<file path="src/hdl/mas_pkg.sv">
// Shared types and codes for the middle access stack.
// Used by the controller, the datapath and the top level; no dependencies.
package mas_pkg;

    // request codes as they arrive on the input channel
    typedef enum logic [1:0] {
        REQ_PUSH     = 2'd0,
        REQ_POP      = 2'd1,
        REQ_READ_MID = 2'd2,
        REQ_DEL_MID  = 2'd3
    } t_req;

    // result status codes
    typedef logic [1:0] t_status;
    localparam t_status ST_OK    = 2'd0;
    localparam t_status ST_EMPTY = 2'd1;
    localparam t_status ST_FULL  = 2'd2;

    // controller states
    typedef enum logic [1:0] {
        S_IDLE,
        S_READ,
        S_SHIFT_RD,
        S_SHIFT_WR
    } t_state;

    // controller to datapath commands
    typedef struct packed {
        logic    push_wr;       // write pushed word at top, count up
        logic    rd_top;        // read the top entry
        logic    rd_mid;        // read the middle entry, load shift index
        logic    rd_next;       // read the entry above the shift index
        logic    wr_shift;      // write read word at shift index, advance
        logic    cnt_dec;       // count down
        logic    out_load;      // load the result register
        logic    out_use_rdata; // result word from read data, else zero
        t_status out_status;
    } t_dp_cmd;

    // datapath to controller status
    typedef struct packed {
        logic empty;
        logic full;
        logic mid_top;     // middle is the top entry, nothing to shift
        logic shift_last;  // current shift write is the last one
    } t_dp_stat;

endpackage

</file>
<file path="src/hdl/mas_ctrl.sv">
// Controller for the middle access stack: handshakes and request sequencing.
// Depends on mas_pkg; drives the datapath through t_dp_cmd.
module mas_ctrl (
    input  logic              i_clk,
    input  logic              i_rst_n,
    input  logic              i_valid,
    output logic              o_ready,
    input  logic [1:0]        i_req_type,
    output logic              o_valid,
    input  logic              i_ready,
    input  mas_pkg::t_dp_stat i_stat,
    output mas_pkg::t_dp_cmd  o_cmd
);
    import mas_pkg::*;

    t_state   r_state, n_state;
    t_req     r_req, n_req;
    logic     r_out_valid, n_out_valid;
    logic     w_out_free;

    // state and handshake registers
    always_ff @(posedge i_clk) begin
        if (!i_rst_n) begin
            r_state     <= S_IDLE;
            r_req       <= REQ_PUSH;
            r_out_valid <= 1'b0;
        end else begin
            r_state     <= n_state;
            r_req       <= n_req;
            r_out_valid <= n_out_valid;
        end
    end

    assign w_out_free = !r_out_valid || i_ready;
    assign o_valid    = r_out_valid;

    // next state and commands
    always_comb begin
        n_state     = r_state;
        n_req       = r_req;
        n_out_valid = r_out_valid && !i_ready;
        o_ready     = 1'b0;
        o_cmd       = '0;
        case (r_state)
            S_IDLE: begin
                o_ready = w_out_free;
                if (i_valid && w_out_free) begin
                    n_req = t_req'(i_req_type);
                    case (t_req'(i_req_type))
                        REQ_PUSH: begin
                            o_cmd.out_load = 1'b1;
                            n_out_valid    = 1'b1;
                            if (i_stat.full) begin
                                o_cmd.out_status = ST_FULL;
                            end else begin
                                o_cmd.push_wr    = 1'b1;
                                o_cmd.out_status = ST_OK;
                            end
                        end
                        REQ_POP, REQ_READ_MID, REQ_DEL_MID: begin
                            if (i_stat.empty) begin
                                o_cmd.out_load   = 1'b1;
                                o_cmd.out_status = ST_EMPTY;
                                n_out_valid      = 1'b1;
                            end else if (t_req'(i_req_type) == REQ_POP) begin
                                o_cmd.rd_top = 1'b1;
                                n_state      = S_READ;
                            end else if (t_req'(i_req_type) == REQ_READ_MID) begin
                                o_cmd.rd_mid = 1'b1;
                                n_state      = S_READ;
                            end else begin
                                o_cmd.rd_mid = 1'b1;
                                if (i_stat.mid_top) begin
                                    // middle is on top: drop it directly
                                    o_cmd.cnt_dec    = 1'b1;
                                    o_cmd.out_load   = 1'b1;
                                    o_cmd.out_status = ST_OK;
                                    n_out_valid      = 1'b1;
                                end else begin
                                    n_state = S_SHIFT_RD;
                                end
                            end
                        end
                        default: begin
                            o_cmd = '0;
                        end
                    endcase
                end
            end
            S_READ: begin
                // read data is ready: hand it out
                o_cmd.out_load      = 1'b1;
                o_cmd.out_use_rdata = 1'b1;
                o_cmd.out_status    = ST_OK;
                o_cmd.cnt_dec       = (r_req == REQ_POP);
                n_out_valid         = 1'b1;
                n_state             = S_IDLE;
            end
            S_SHIFT_RD: begin
                o_cmd.rd_next = 1'b1;
                n_state       = S_SHIFT_WR;
            end
            S_SHIFT_WR: begin
                // move one entry down; finish after the top one
                o_cmd.wr_shift = 1'b1;
                if (i_stat.shift_last) begin
                    o_cmd.cnt_dec    = 1'b1;
                    o_cmd.out_load   = 1'b1;
                    o_cmd.out_status = ST_OK;
                    n_out_valid      = 1'b1;
                    n_state          = S_IDLE;
                end else begin
                    n_state = S_SHIFT_RD;
                end
            end
            default: begin
                n_state = S_IDLE;
            end
        endcase
    end

endmodule

</file>
<file path="src/hdl/mas_datapath.sv">
// Datapath for the middle access stack: entry memory, count, shift index,
// result register. Depends on mas_pkg; commanded by mas_ctrl.
module mas_datapath #(
    parameter int DEPTH      = 64,
    parameter int DATA_WIDTH = 32
) (
    input  logic               i_clk,
    input  logic               i_rst_n,
    input  mas_pkg::t_dp_cmd   i_cmd,
    input  logic signed [31:0] i_push_value,
    output mas_pkg::t_dp_stat  o_stat,
    output logic signed [31:0] o_result_value,
    output logic [1:0]         o_status,
    output logic [6:0]         o_occupancy
);
    import mas_pkg::*;

    localparam int AW = (DEPTH > 1) ? $clog2(DEPTH) : 1;
    localparam int CW = $clog2(DEPTH + 1);

    logic [DATA_WIDTH-1:0] mem [DEPTH];
    logic [DATA_WIDTH-1:0] r_rdata;
    logic [CW-1:0]         r_count, n_count;
    logic [AW-1:0]         r_idx;
    logic [AW-1:0]         w_raddr, w_waddr;
    logic [DATA_WIDTH-1:0] w_wdata, w_in_word;
    logic                  w_wr_en;
    logic [CW-1:0]         w_count_m1, w_mid, w_idx_ext;
    logic [DATA_WIDTH+31:0] w_in_ext;
    logic [DATA_WIDTH+31:0] w_out_ext;
    logic [CW+6:0]         w_occ_ext;
    logic signed [31:0]    r_result_value;
    logic [1:0]            r_status;
    logic [6:0]            r_occupancy;

    // count, middle and shift index arithmetic
    assign w_count_m1 = r_count - CW'(1);
    assign w_mid      = r_count >> 1;
    assign w_idx_ext  = CW'(r_idx);

    assign o_stat.empty      = (r_count == '0);
    assign o_stat.full       = (r_count >= CW'(DEPTH));
    assign o_stat.mid_top    = (r_count <= CW'(2));
    assign o_stat.shift_last = ((w_idx_ext + CW'(2)) >= r_count);

    // fit the pushed word to the stored width
    assign w_in_ext  = {{DATA_WIDTH{1'b0}}, i_push_value};
    assign w_in_word = w_in_ext[DATA_WIDTH-1:0];

    // memory address and data selection
    always_comb begin
        if (i_cmd.rd_top) begin
            w_raddr = w_count_m1[AW-1:0];
        end else if (i_cmd.rd_mid) begin
            w_raddr = w_mid[AW-1:0];
        end else begin
            w_raddr = r_idx + AW'(1);
        end
    end

    assign w_wr_en = i_cmd.push_wr || i_cmd.wr_shift;
    assign w_waddr = i_cmd.push_wr ? r_count[AW-1:0] : r_idx;
    assign w_wdata = i_cmd.push_wr ? w_in_word : r_rdata;

    // entry memory, registered read
    always_ff @(posedge i_clk) begin
        if (w_wr_en) begin
            mem[w_waddr] <= w_wdata;
        end
        r_rdata <= mem[w_raddr];
    end

    // element count
    always_comb begin
        n_count = r_count;
        if (i_cmd.push_wr) begin
            n_count = r_count + CW'(1);
        end else if (i_cmd.cnt_dec) begin
            n_count = w_count_m1;
        end
    end

    always_ff @(posedge i_clk) begin
        if (!i_rst_n) begin
            r_count <= '0;
        end else begin
            r_count <= n_count;
        end
    end

    // shift index: start at the middle, advance per moved entry
    always_ff @(posedge i_clk) begin
        if (i_cmd.rd_mid) begin
            r_idx <= w_mid[AW-1:0];
        end else if (i_cmd.wr_shift) begin
            r_idx <= r_idx + AW'(1);
        end
    end

    // result register
    assign w_out_ext = {{32{r_rdata[DATA_WIDTH-1]}}, r_rdata};
    assign w_occ_ext = {7'd0, n_count};

    always_ff @(posedge i_clk) begin
        if (i_cmd.out_load) begin
            r_result_value <= i_cmd.out_use_rdata ? signed'(w_out_ext[31:0]) : 32'sd0;
            r_status       <= i_cmd.out_status;
            r_occupancy    <= w_occ_ext[6:0];
        end
    end

    assign o_result_value = r_result_value;
    assign o_status       = r_status;
    assign o_occupancy    = r_occupancy;

endmodule

</file>
<file path="src/hdl/middle_access_stack_unit.sv">
// Middle access stack top level: push, pop, read middle, delete middle.
// Push and error results load the result register directly; pop and read middle
// read the entry memory first. Delete middle drops the middle at once for up to
// two entries, else moves each entry above it down via S_SHIFT_RD and S_SHIFT_WR.
// A new item is taken only once the last is done, in the cycle its predecessor's
// result leaves or while no result is pending. Reset clears count and handshake state only.
module middle_access_stack_unit #(
    parameter int DEPTH      = 64,
    parameter int DATA_WIDTH = 32
) (
    input  logic               i_clk,
    input  logic               i_rst_n,
    input  logic               i_valid,
    output logic               o_ready,
    input  logic [1:0]         i_req_type,
    input  logic signed [31:0] i_push_value,
    output logic               o_valid,
    input  logic               i_ready,
    output logic signed [31:0] o_result_value,
    output logic [1:0]         o_status,
    output logic [6:0]         o_occupancy
);
    import mas_pkg::*;

    t_dp_cmd  w_cmd;
    t_dp_stat w_stat;

    // sequencing and handshakes
    mas_ctrl u_ctrl (
        .i_clk      (i_clk),
        .i_rst_n    (i_rst_n),
        .i_valid    (i_valid),
        .o_ready    (o_ready),
        .i_req_type (i_req_type),
        .o_valid    (o_valid),
        .i_ready    (i_ready),
        .i_stat     (w_stat),
        .o_cmd      (w_cmd)
    );

    // storage and result register
    mas_datapath #(
        .DEPTH      (DEPTH),
        .DATA_WIDTH (DATA_WIDTH)
    ) u_datapath (
        .i_clk          (i_clk),
        .i_rst_n        (i_rst_n),
        .i_cmd          (w_cmd),
        .i_push_value   (i_push_value),
        .o_stat         (w_stat),
        .o_result_value (o_result_value),
        .o_status       (o_status),
        .o_occupancy    (o_occupancy)
    );

endmodule
</file>
<file path="config.mk">
export PLATFORM = sky130hd
export DESIGN_NAME = middle_access_stack_unit
export DESIGN_NICKNAME = d
export VERILOG_FILES = /design/src/hdl/mas_pkg.sv /design/src/hdl/mas_ctrl.sv /design/src/hdl/mas_datapath.sv /design/src/hdl/middle_access_stack_unit.sv
export SDC_FILE = /design/constraint.sdc
export NUM_CORES = 2
export LEC_CHECK = 0
export BUFFER_PORTS_ARGS = -buffer_cell sky130_fd_sc_hd__buf_2
export CAP_MARGIN = 20
export CORE_MARGIN = 10
export CORE_UTILIZATION = 50
export DETAILED_ROUTE_END_ITERATION = 10
export GPL_ROUTABILITY_DRIVEN = 0
export PLACE_DENSITY = 0.65
export RECOVER_POWER = 100
export SYNTH_ARGS = -nofsm -noshare
export SYNTH_HDL_FRONTEND = slang
export SYNTH_SLANG_ARGS = --single-unit
</file>
<file path="constraint.sdc">
create_clock -name i_clk -period 6.7 [get_ports i_clk]
set_input_delay 0.335 -clock i_clk [delete_from_list [all_inputs] [get_ports i_clk]]
set_output_delay 0.335 -clock i_clk [all_outputs]
set_load 0.005 [all_outputs]
</file>
==> flow_metrics.tcl <==
set metrics [dict create \
    cp_cell_sequence "clkinv_1 > ha_1 > nor3b_1 > a21o_4 > nor2_8 > mux2_2 > clkbuf_2 > o221ai_1 > a21oi_1 > or4_1 > o31a_1 > o211ai_1" \
    cpPeakStageDelay_ns 0.95 \
    leakage_nw 33.1 \
    antenna_found_initial 11 \
    seq_area_frac_synth_pct 72.4 \
    power_density_nw_per_um2 549 \
    cts-root-buf "clkbuf_16" \
    synth_most_common_cell "edfxtp_1" \
    arrival_ns 6.51 \
    die_area_um2 194000 \
    ios 81 \
    crit_family "compound AO/OA/AOI/OAI gates" \
    path_clk_slew_ns 0.06 \
    status "finished, violations left" \
    rr_worst_depth 12 \
    synth_cell_type_count 77 \
    track_usage_pct 25.7 \
    finalHoldViolCount 0 \
    violations "capacitance limit, slew limit" \
    skew_ns 0.0343 \
    synth_edf_count 2095 \
    synth-warning-count 0 \
    required_ns 7.36 \
    slowest_stage "clkbuf_2" \
    rows 154 \
    grt_start_max_net_pins 166 \
    antenna_left 0 \
    critPathLaunchType "register" \
    setup_viol 0 \
    final_area_um2 98300 \
    core_um2 176000 \
    overflow 0 \
    drt_drc_violations_left 0 \
    r2r_slack_ns 0.85 \
    fmax_mhz 171 \
    critPathCaptureType "register" \
    slew_headroom_pct -116 \
    finalCriticalPeriod_ns 5.85 \
    vdd_drop_max_mv 0.525 \
    wl_per_cell_um 28.8 \
    synth_top_area_share_pct 71.4 \
    synthTopCellsByCount "edfxtp_1, nand2_1, nand3_1" \
    syn_to_final_growth_pct 11.5 \
    synth-async-reset-ratio_pct 0 \
    hold_path_depth 6 \
    port_buffers 80 \
    min-delay-start "i_ready" \
    placed_cell_area_um2 92100 \
    cts_sinks 2139 \
    syn_inst 6297 \
    nets 6390 \
    max_cap_violations 86 \
    first_iter_violations 8148 \
    grt_pass1_vias 54100 \
    path_buf_inv 2 \
    h-tree-depth 4 \
    first_pass_iters 6 \
    period_share_pct 87.3 \
    synth_top_cell_by_area "edfxtp_1" \
    die_w_um 440 \
    cp_max_fo 34 \
    cts-buffers-inserted 213 \
    dr_total_vias 57000 \
    drive_above_1_share_pct 9.30 \
    setup_tns_ns 0 \
    critical_path_class "register to register" \
    clockBufferDepth 3 \
    postSynthAreaPerCell_um2 14.0 \
    synth_ff_type "edfxtp_1" \
    holdCritPathClass "input pin to register" \
    vias_per_cell 6.44 \
    reg2reg_to "u_datapath.r_rdata[12]" \
    grt_pass1_wl_mm 371 \
    min_to "u_ctrl.r_state[1]" \
    yosys_register_bits 2139 \
    die_y_um 440 \
    rsz0062_at_grt "no" \
    syn_area_um2 88200 \
    worst_pin_slew_ns 3.24 \
    reg2reg_from "u_datapath.r_count[1]" \
    wirelength_mm 255 \
    start_util_pct 50.2 \
    dpl.hpwl_mm 140 \
    cts_tree "done" \
    synth.area.top_cells "edfxtp_1, nand2_1, mux2i_1" \
    clock_latency_ns 0.87 \
    finalMaxSlewViolations 2797 \
    synth_fp_nets 6350 \
]
where the power goes:
group	switching (mW)	internal (mW)	leakage [nW]
registers	0.316	17.3	19.4
clock network	5.09	6.74	3.39
logic	17.5	7.01	10.3
worst register-to-register path: cells and delay by family, from the launching register on:
kind	cells	cell delay (ns)
AO/OA/AOI/OAI	5	1.56
AND/OR/NAND/NOR	3	1.21
buffers and inverters	2	1.13
multiplexers	1	0.94
adder cells (fa/ha/maj)	1	0.45
flip-flops	1	0.36
how the worst max path moves through the flow:
| stage | startpoint | end | depth (start not counted) |
|---|---|---|---|
| after global routing | u_ctrl.r_state[1] | u_datapath.mem[14][3] | 8 |
| final | u_datapath.r_count[1] | u_datapath.r_rdata[12] | 12 |
| after floorplan | u_datapath.r_idx[0] | u_datapath.o_occupancy[0] | 12 |
| after detailed placement | i_ready | u_datapath.r_rdata[19] | 11 |
| after CTS | u_datapath.r_count[1] | u_datapath.r_rdata[10] | 12 |
| after global placement | i_ready | u_datapath.r_rdata[10] | 12 |
sequential cells by signal, indices dropped and copies added (netlist names):
signal / count
u_datapath.o_result_value: 32
u_datapath.o_status: 2
u_ctrl.o_valid: 1
u_datapath.o_occupancy: 7
u_datapath.r_count: 7
u_ctrl.r_state: 2
u_datapath.mem: 2048
u_ctrl.r_req: 2
u_datapath.r_idx: 6
u_datapath.r_rdata: 32
per-layer routing:
metal / vias up / track usage, % / wire length (um)
li1: 24600 / - / -
met1: 28700 / 36.5 / 103000
met2: 3226 / 39.5 / 116000
met3: 537 / 4.80 / 26300
met4: 2 / 9.41 / 9860
met5: - / 0 / 10
cells by family after synthesis:
logic type	Yosys count	synth area share, %
adder cells (fa/ha/maj)	15	0.213
multiplexers	378	4.35
AND/OR/NAND/NOR	1992	10.6
buffers and inverters	500	2.61
AO/OA/AOI/OAI	1257	9.67
flip-flops	2139	72.4
XOR/XNOR	16	0.159
cell usage in the layout (no fill, tap or decap), drive strengths merged, types with 35 or more instances in the layout:
cell     count
edfxtp    2095
nand2     1059
clkbuf     413
nand3      397
mux2i      352
a21oi      319
buf        175
o221ai     169
o21ai      156
a31oi      127
and3       125
a211oi     106
nor2        95
clkinv      88
a311oi      82
a22oi       81
and4        80
or4         51
a2111oi     49
dfxtp       44
and2        40
or3         39
o211ai      38
nor4        35
area by class of cell:
cell class | instances | area [um2]
clock inverter | 110 | 1120
sequential | 2139 | 63800
tap | 2340 | 2930
fill | 13900 | 77500
antenna | 1 | 2.50
clock buffer | 286 | 5800
multi-input combinational | 3658 | 22300
inverter | 13 | 48.8
timing repair buffer | 312 | 2230
per-stage QoR:
step                      hold WS [ns]  cells  utilization (%)  power, mW  setup WS, ns
after floorplan                  0.436   6297                -       33.1          2.55
after global placement           0.452   8429             52.3       41.5          1.77
after detailed placement         0.464   8441             52.4       41.9          1.81
after CTS                       0.0749   8844             56.4       53.7          1.81
after global routing             0.172   8858             55.9       56.2         0.746
final                            0.144   8859             55.9       54.0         0.854
what timing repair did:
item | 4_1_cts | 5_1_grt
resized for setup | 0 | 0
hold endpoints to repair | 12 | 29
hold buffers | 7 | 3
buffers inserted | 0 | 0
(Power assumes the default switching activity.)
